### src/ip_address_text_classifier_unit_defines.svh
// Assertion macros for the address text classifier.
// Taken in by the top level only; no other dependencies.
`ifndef IP_ADDRESS_TEXT_CLASSIFIER_UNIT_DEFINES_SVH
`define IP_ADDRESS_TEXT_CLASSIFIER_UNIT_DEFINES_SVH

// Same-cycle implication, disabled while in reset.
`define IATC_ASSERT_IMP(lbl, clk, rst_n, ante, cons) \
	lbl: assert property (@(posedge clk) disable iff (!(rst_n)) (ante) |-> (cons)) \
		else $error("iatc: same-cycle check failed");

// Next-cycle implication, disabled while in reset.
`define IATC_ASSERT_NEXT(lbl, clk, rst_n, ante, cons) \
	lbl: assert property (@(posedge clk) disable iff (!(rst_n)) (ante) |=> (cons)) \
		else $error("iatc: next-cycle check failed");

`endif

### src/iatc_pkg.sv
// Shared types, constants and helper functions for the address text classifier.
// No dependencies; used by every module of the block.
package iatc_pkg;

	localparam logic [7:0] CH_DOT    = 8'h2E;
	localparam logic [7:0] CH_COLON  = 8'h3A;
	localparam logic [7:0] CH_ZERO   = 8'h30;

	localparam logic [9:0] DEC_MAX_VALUE  = 10'd255;
	localparam logic [2:0] DEC_MAX_DIGITS = 3'd3;
	localparam logic [2:0] HEX_MAX_DIGITS = 3'd4;
	localparam logic [2:0] DOTS_NEEDED    = 3'd3;
	localparam logic [3:0] COLONS_NEEDED  = 4'd7;
	localparam logic [2:0] LEN_SAT        = 3'd7;
	localparam logic [2:0] DOT_SAT        = 3'd7;
	localparam logic [3:0] COLON_SAT      = 4'd15;

	typedef enum logic [1:0] {
		CLASS_V4   = 2'd0,
		CLASS_V6   = 2'd1,
		CLASS_NONE = 2'd2
	} addr_class_t;

	typedef struct packed {
		logic [7:0] character;
		logic       last;
		logic       empty_req;
	} item_t;

	typedef struct packed {
		logic [2:0] dot_count;
		logic [3:0] colon_count;
		logic [2:0] dec_group_length;
		logic [9:0] dec_group_value;
		logic       dec_leading_zero;
		logic       dec_ok;
		logic [2:0] hex_group_length;
		logic       hex_ok;
	} scan_state_t;

	localparam scan_state_t STATE_RESET = '{
		dot_count:        3'd0,
		colon_count:      4'd0,
		dec_group_length: 3'd0,
		dec_group_value:  10'd0,
		dec_leading_zero: 1'b0,
		dec_ok:           1'b1,
		hex_group_length: 3'd0,
		hex_ok:           1'b1
	};

	function automatic logic is_dec(input logic [7:0] c);
		return (c >= 8'h30) && (c <= 8'h39);
	endfunction

	function automatic logic is_hex(input logic [7:0] c);
		return is_dec(c) || ((c >= 8'h61) && (c <= 8'h66)) ||
			((c >= 8'h41) && (c <= 8'h46));
	endfunction

	// Check the open decimal group, then clear it.
	function automatic scan_state_t close_dec(input scan_state_t s);
		scan_state_t r;
		r = s;
		if ((s.dec_group_length == 3'd0) || (s.dec_group_length > DEC_MAX_DIGITS))
			r.dec_ok = 1'b0;
		if (s.dec_leading_zero && (s.dec_group_length > 3'd1))
			r.dec_ok = 1'b0;
		if (s.dec_group_value > DEC_MAX_VALUE)
			r.dec_ok = 1'b0;
		r.dec_group_length = 3'd0;
		r.dec_group_value  = 10'd0;
		r.dec_leading_zero = 1'b0;
		return r;
	endfunction

	// Check the open hex group, then clear it.
	function automatic scan_state_t close_hex(input scan_state_t s);
		scan_state_t r;
		r = s;
		if ((s.hex_group_length == 3'd0) || (s.hex_group_length > HEX_MAX_DIGITS))
			r.hex_ok = 1'b0;
		r.hex_group_length = 3'd0;
		return r;
	endfunction

endpackage

### src/iatc_in_if.sv
// Character channel: valid/ready handshake with one text byte and its flags.
// No dependencies.
interface iatc_in_if;
	logic       valid;
	logic       ready;
	logic [7:0] character;
	logic       last;
	logic       empty_req;

	modport source (output valid, output character, output last, output empty_req,
		input ready);
	modport sink (input valid, input character, input last, input empty_req,
		output ready);
endinterface

### src/iatc_out_if.sv
// Result channel: valid/ready handshake carrying one address class.
// No dependencies.
interface iatc_out_if;
	logic       valid;
	logic       ready;
	logic [1:0] address_class;

	modport source (output valid, output address_class, input ready);
	modport sink (input valid, input address_class, output ready);
endinterface

### src/ip_address_text_classifier_unit.sv
// Channel  | Dir | Payload                          | Handshake
// text     | in  | character[7:0], last, empty_req  | valid/ready
// verdict  | out | address_class[1:0]               | valid/ready
//
// One character per cycle unless stalled; a final item loads the result register.
// The single scan register stage sets throughput: one update per unstalled clock.
// arst_n clears the input stage, the scan state and the result register.
// text.ready drops only when a final item waits in the input stage and the
// result register is full and not being taken.
// Depends on iatc_pkg, iatc_in_if, iatc_out_if, iatc_scan and the defines header.
`include "ip_address_text_classifier_unit_defines.svh"

module ip_address_text_classifier_unit (
	input  logic      clk,
	input  logic      arst_n,
	iatc_in_if.sink   text,
	iatc_out_if.source verdict
);

	iatc_pkg::item_t       item_s1;
	logic                  valid_s1;
	logic                  res_s1;
	logic                  adv_s1;
	logic                  out_free;
	iatc_pkg::addr_class_t cls;
	logic                  out_valid_q;
	iatc_pkg::addr_class_t out_class_q;

	assign res_s1   = item_s1.last || item_s1.empty_req;
	assign out_free = !out_valid_q || verdict.ready;
	assign adv_s1   = valid_s1 && (!res_s1 || out_free);

	assign text.ready = !valid_s1 || adv_s1;

	// input register
	always_ff @(posedge clk or negedge arst_n) begin
		if (!arst_n) begin
			valid_s1 <= 1'b0;
		end else if (text.ready) begin
			valid_s1 <= text.valid;
		end
	end

	always_ff @(posedge clk) begin
		if (text.ready && text.valid) begin
			item_s1 <= '{character: text.character, last: text.last,
				empty_req: text.empty_req};
		end
	end

	iatc_scan u_scan (
		.clk     (clk),
		.arst_n  (arst_n),
		.step    (adv_s1),
		.item    (item_s1),
		.verdict (cls)
	);

	// result register: load on a finishing item, drop once taken
	always_ff @(posedge clk or negedge arst_n) begin
		if (!arst_n) begin
			out_valid_q <= 1'b0;
		end else if (adv_s1 && res_s1) begin
			out_valid_q <= 1'b1;
		end else if (verdict.ready) begin
			out_valid_q <= 1'b0;
		end
	end

	always_ff @(posedge clk) begin
		if (adv_s1 && res_s1)
			out_class_q <= cls;
	end

	assign verdict.valid         = out_valid_q;
	assign verdict.address_class = out_class_q;

	`IATC_ASSERT_NEXT(a_final_loads_result, clk, arst_n, adv_s1 && res_s1, out_valid_q)
	`IATC_ASSERT_NEXT(a_empty_gives_none, clk, arst_n, adv_s1 && item_s1.empty_req, out_class_q == iatc_pkg::CLASS_NONE)
	`IATC_ASSERT_IMP(a_stall_cause, clk, arst_n, !text.ready, valid_s1 && res_s1 && out_valid_q && !verdict.ready)

endmodule

### src/iatc_scan.sv
// Per-string scan state and its one-character update, plus the final verdict.
// Depends on iatc_pkg.
module iatc_scan (
	input  logic                  clk,
	input  logic                  arst_n,
	input  logic                  step,
	input  iatc_pkg::item_t       item,
	output iatc_pkg::addr_class_t verdict
);

	iatc_pkg::scan_state_t st_q;
	iatc_pkg::scan_state_t st_upd;
	iatc_pkg::scan_state_t st_fin;
	iatc_pkg::scan_state_t st_nxt;
	logic [3:0]            digit;
	logic [9:0]            times_ten;

	assign digit     = item.character[3:0];
	assign times_ten = {st_q.dec_group_value[6:0], 3'b000} +
		{st_q.dec_group_value[8:0], 1'b0};

	always_comb begin
		st_upd = st_q;

		// decimal reading
		if (item.character == iatc_pkg::CH_DOT) begin
			if (st_q.dot_count != iatc_pkg::DOT_SAT)
				st_upd.dot_count = st_q.dot_count + 3'd1;
			st_upd = iatc_pkg::close_dec(st_upd);
		end else if (iatc_pkg::is_dec(item.character)) begin
			if ((st_q.dec_group_length == 3'd0) && (item.character == iatc_pkg::CH_ZERO))
				st_upd.dec_leading_zero = 1'b1;
			if (st_q.dec_group_length < iatc_pkg::DEC_MAX_DIGITS)
				st_upd.dec_group_value = times_ten + {6'd0, digit};
			else
				st_upd.dec_ok = 1'b0;
			if (st_q.dec_group_length != iatc_pkg::LEN_SAT)
				st_upd.dec_group_length = st_q.dec_group_length + 3'd1;
		end else begin
			st_upd.dec_ok = 1'b0;
		end

		// hex reading
		if (item.character == iatc_pkg::CH_COLON) begin
			if (st_q.colon_count != iatc_pkg::COLON_SAT)
				st_upd.colon_count = st_q.colon_count + 4'd1;
			st_upd = iatc_pkg::close_hex(st_upd);
		end else if (iatc_pkg::is_hex(item.character)) begin
			if (st_q.hex_group_length >= iatc_pkg::HEX_MAX_DIGITS)
				st_upd.hex_ok = 1'b0;
			if (st_q.hex_group_length != iatc_pkg::LEN_SAT)
				st_upd.hex_group_length = st_q.hex_group_length + 3'd1;
		end else begin
			st_upd.hex_ok = 1'b0;
		end
	end

	// Close both open groups at the end of the string and classify.
	always_comb begin
		st_fin = iatc_pkg::close_hex(iatc_pkg::close_dec(st_upd));
		if (item.empty_req)
			verdict = iatc_pkg::CLASS_NONE;
		else if (st_fin.dot_count == iatc_pkg::DOTS_NEEDED)
			verdict = st_fin.dec_ok ? iatc_pkg::CLASS_V4 : iatc_pkg::CLASS_NONE;
		else if (st_fin.colon_count == iatc_pkg::COLONS_NEEDED)
			verdict = st_fin.hex_ok ? iatc_pkg::CLASS_V6 : iatc_pkg::CLASS_NONE;
		else
			verdict = iatc_pkg::CLASS_NONE;
	end

	assign st_nxt = (item.last || item.empty_req) ? iatc_pkg::STATE_RESET : st_upd;

	always_ff @(posedge clk or negedge arst_n) begin
		if (!arst_n) begin
			st_q <= iatc_pkg::STATE_RESET;
		end else if (step) begin
			st_q <= st_nxt;
		end
	end

endmodule
### src/flat_wrapper.sv
// flat-port wrapper written by rule: the top's interface ports become plain ports
module ip_address_text_classifier_unit_flat 
  (clk, arst_n, text_valid, text_character, text_last, text_empty_req, text_ready, verdict_valid, verdict_address_class, verdict_ready);
  iatc_in_if text_i ();
  iatc_out_if verdict_i ();
  input  logic clk;
  input  logic arst_n;
  input wire logic [$bits(text_i.valid)-1:0] text_valid;
  input wire logic [$bits(text_i.character)-1:0] text_character;
  input wire logic [$bits(text_i.last)-1:0] text_last;
  input wire logic [$bits(text_i.empty_req)-1:0] text_empty_req;
  output wire logic [$bits(text_i.ready)-1:0] text_ready;
  output wire logic [$bits(verdict_i.valid)-1:0] verdict_valid;
  output wire logic [$bits(verdict_i.address_class)-1:0] verdict_address_class;
  input wire logic [$bits(verdict_i.ready)-1:0] verdict_ready;
  assign text_i.valid = text_valid;
  assign text_i.character = text_character;
  assign text_i.last = text_last;
  assign text_i.empty_req = text_empty_req;
  assign text_ready = text_i.ready;
  assign verdict_valid = verdict_i.valid;
  assign verdict_address_class = verdict_i.address_class;
  assign verdict_i.ready = verdict_ready;
  ip_address_text_classifier_unit u_core (.clk(clk), .arst_n(arst_n), .text(text_i), .verdict(verdict_i));
endmodule
### config.mk
export PLATFORM = sky130hd
export DESIGN_NAME = ip_address_text_classifier_unit_flat
export DESIGN_NICKNAME = d
export VERILOG_FILES = /design/src/iatc_pkg.sv /design/src/iatc_in_if.sv /design/src/iatc_out_if.sv /design/src/ip_address_text_classifier_unit.sv /design/src/iatc_scan.sv /design/src/flat_wrapper.sv
export VERILOG_INCLUDE_DIRS = /design/src /design/src/src
export SDC_FILE = /design/constraint.sdc
export NUM_CORES = 1
export LEC_CHECK = 0
export ABC_CLOCK_PERIOD_IN_PS = 2750
export BUFFER_PORTS_ARGS = -buffer_cell sky130_fd_sc_hd__buf_2
export CORE_MARGIN = 2
export CORE_UTILIZATION = 35
export DETAILED_ROUTE_END_ITERATION = 16
export PLACE_DENSITY = 0.61
export SKIP_CTS_REPAIR_TIMING = 1
export SYNTH_ARGS = -nofsm -noshare
export SYNTH_HDL_FRONTEND = slang
export SYNTH_SLANG_ARGS = --single-unit
export TNS_END_PERCENT = 10
### constraint.sdc
create_clock -name clk -period 2.75 [get_ports clk]
set_clock_uncertainty 0.2 [all_clocks]
set_input_delay 0.275 -clock clk [delete_from_list [all_inputs] [get_ports clk]]
set_output_delay 0.275 -clock clk [all_outputs]
set_load 0.01 [all_outputs]
==> impl_results.md <==
- Status: finished, violations left
- Failing checks: negative setup slack
- Vias in the first global route: 1927
- Area growth, synth to finish: 27.67%
- Routing usage on met2: 23.24%
- Buffers on Ports: 17
- Total design power: 1.294 mW
- Antenna violations before repair: 0
- Number of antenna diodes: 0
- Post-route cell area: 3169 sq um
- Total Routing Usage GR: 14.94%
- Worst EP required: 2590 ps
- H-tree Lvls: 2
- CTS Sinks: 40
- Post-synth EDFFs: 12
- Register Area: 1064 sq um
- Routing usage on met1: 21.36%
- Cell Chain, Critical Path: buf_4, or2b_4, or4_4, or4b_4, a21oi_4, o21ai_1, o41a_1
- Num CTS Buffers: 5
- Critical path arrival: 2730 ps
- Global-route wire length before repair: 9.108 mm
- Synth top area cells: dfrtp_1 (26%), edfxtp_1 (15%), ha_1 (11%)
- R2R cell count: 7
- GRT Max-Usage Layer: met2
- Bufs on Longest Clock Path: 2
- Syn Nets: 286
- Min Tclk post-route: 2890 ps
- FMAX: 0.3460 GHz
- Top-area cell type share of the netlist area: 26.21%
- MaxCap Viol Count: 0
- Layout cell share with drive strength beyond 1: 23.79%
- Grt met3 use: 2.892%
- Startpoint types: flop
- Register area share after synthesis: 42.84%
- Finish-stage setup viols: 1
- CP Max Fanout: 2
- Area occupied by multi-input gates: 1414 sq um
- Yosys warnings: 0
- Number of fill cells: 663
- Cell area after synthesis: 2482 sq um
- Slowest stage cell, crit path: or4_4
- Clk_lat worst skew: 290 ps
- Yosys top cell by area: dfrtp_1
- Post-synthesis async set-or-reset flop share: 70.00%
- Final Hold Vio Count: 0
- DRC: 0
- Worst ir drop on vdd: 0.0002132 V
- Syn Inst Count: 249
- Pwr dens: 408.3 nW/um^2
- Post-DP HPWL: 4.105 mm
- Final setup margin: -140.3 ps
- Synth Area per Inst: 9.969 sq um
- Final worst path period share: 105.1%
- Row Count: 30
- Slew @ Worst Pin: 675.5 ps
- Vias: 2098
- Cell variety after synth: 54
- Total wire length: 5.528 mm
- Drt pass-1 iters: 4
- Worst Setup End Kind: flop
- Setup WS pre-CTS: -154.6 ps
- GR Overflow Total: 0
- Pins over their slew limit: 0
- Boundary pin count: 18
- Filler-free cell count of the finished design: 407
- Ys flop type: dfrtp_1
- Routed len/inst: 13.58 microns
- CP Class: flop to flop
- Placer Congestion: 0.8774
- Nets@finish: 347
- Worst hold path class: primary input to flop
- DRT iter0 DRCs: 112
- Die Area: 7782 sq um
- Die Span Y: 88.22 microns
- Initial Util: 36.34%
- Largest net degree at the start of global routing: 29
- Most frequent cell after synthesis: dfrtp_1
- Placed cell count: 384
- Antenna-violating nets left: 0
- Leak: 1.374 nW
- Core Area: 6832 sq um
- R2r setup slk: -140 ps
- Die width: 88.22 microns
- Clock root cell: clkbuf_8
- Most frequent cells after synthesis: dfrtp_1 (26), o21ai_0 (24), ha_1 (21)
- Slew headroom: 54.97%
- CTS tree: yes
- Post-DP Area: 2884 sq um
- Via density per instance: 5.155
- Peak per-stage delay on the critical path: 530 ps
- Register bit total from synthesis: 40
- Hold Path Depth: 3
- Unrepaired setup endpoints after global routing: yes
- Worst-path clk slew: 80 ps
cell usage in the layout (no fill, tap or decap), types with 4 or more instances in the layout:
cell and n:
nand2_1 20, o31ai_1 4, a21oi_1 14, a22o_1 8, nand3_1 7, clkbuf_8 5
nor3_1 4, a32o_1 5, nand2b_1 4, buf_2 17, nor4_1 5, dlygate4sd3_1 12
buf_4 27, dfrtp_1 26, xnor2_1 6, inv_1 13, ha_1 19, edfxtp_1 12
nor2_1 16, a31oi_1 5, o21ai_0 22
state kept, by name, summed over array words and instances (netlist names):
| name | cells |
|---|---|
| u_core.u_scan.st_q | 26 |
| u_core.item_s1 | 10 |
| u_core.verdict.address_class | 2 |
| u_core.valid_s1 | 1 |
| u_core.verdict.valid | 1 |
path summary, 6_finish.rpt:
| path | startpoint | endpoint |
|---|---|---|
| min in group asynchronous | arst_n | u_core.verdict.valid |
| setup / recovery | u_core.item_s1[4] | u_core.verdict.address_class[1] |
| hold / removal | verdict_ready | u_core.verdict.valid |
| max in group asynchronous | arst_n | u_core.u_scan.st_q[7] |
| setup reg to reg | u_core.item_s1[4] | u_core.verdict.address_class[1] |
| hold reg to reg | u_core.u_scan.st_q[4] | u_core.u_scan.st_q[4] |
critical path, delay by kind of cell, from the launching register on:
kind                   cells  cell delay [ps]
AO/OA/AOI/OAI              3              670
buffers and inverters      1              120
AND/OR/NAND/NOR            3             1300
flip-flops                 1              360
power breakdown:
group | internal (mW) | leakage (nW) | switching, mW
clock network | 0.270 | 0.0552 | 0.212
registers | 0.639 | 0.493 | 0.0137
logic | 0.0706 | 0.826 | 0.0892
total | 0.979 | 1.37 | 0.315
layout make-up:
cell class,instances,area share [%]
multi-input cells,192,44.61
flip-flops and latches,40,33.56
repair buffers,56,12.87
well taps,96,3.790
clock buffers,6,2.290
inverters,15,1.777
clock inverters,2,1.105
kinds of logic after synthesis:
family | after synthesis | synth area share (%)
AOI/OAI and AO/OA | 81 | 21.93
DFF | 40 | 42.84
buffers and inverters | 17 | 2.620
adders and majority gates | 23 | 12.20
and+or+nand+nor | 81 | 17.89
xor gates and xnor gates | 6 | 2.117
muxes | 1 | 0.4032
through the flow:
| step | util [%] | hold WS, ps | TNS (ps) |
|---|---|---|---|
| after floorplan | - | -220.6 | -55.27 |
| after global placement | 42.22 | 150.3 | -118.5 |
| after detailed placement | 42.22 | 155.9 | -154.6 |
| after CTS | 43.79 | -165.8 | -165.5 |
| after global routing | 46.39 | 143.5 | -181.4 |
| final | 46.39 | 110.5 | -140.3 |
layer usage:
layer / wire length [microns] / vias to the layer above
li1: - / 1071
met1: 2715 / 980
met2: 2549 / 42
met3: 195 / 5
met4: 68 / 0
met5: 0 / -
Power figures use the tool's default switching activity.
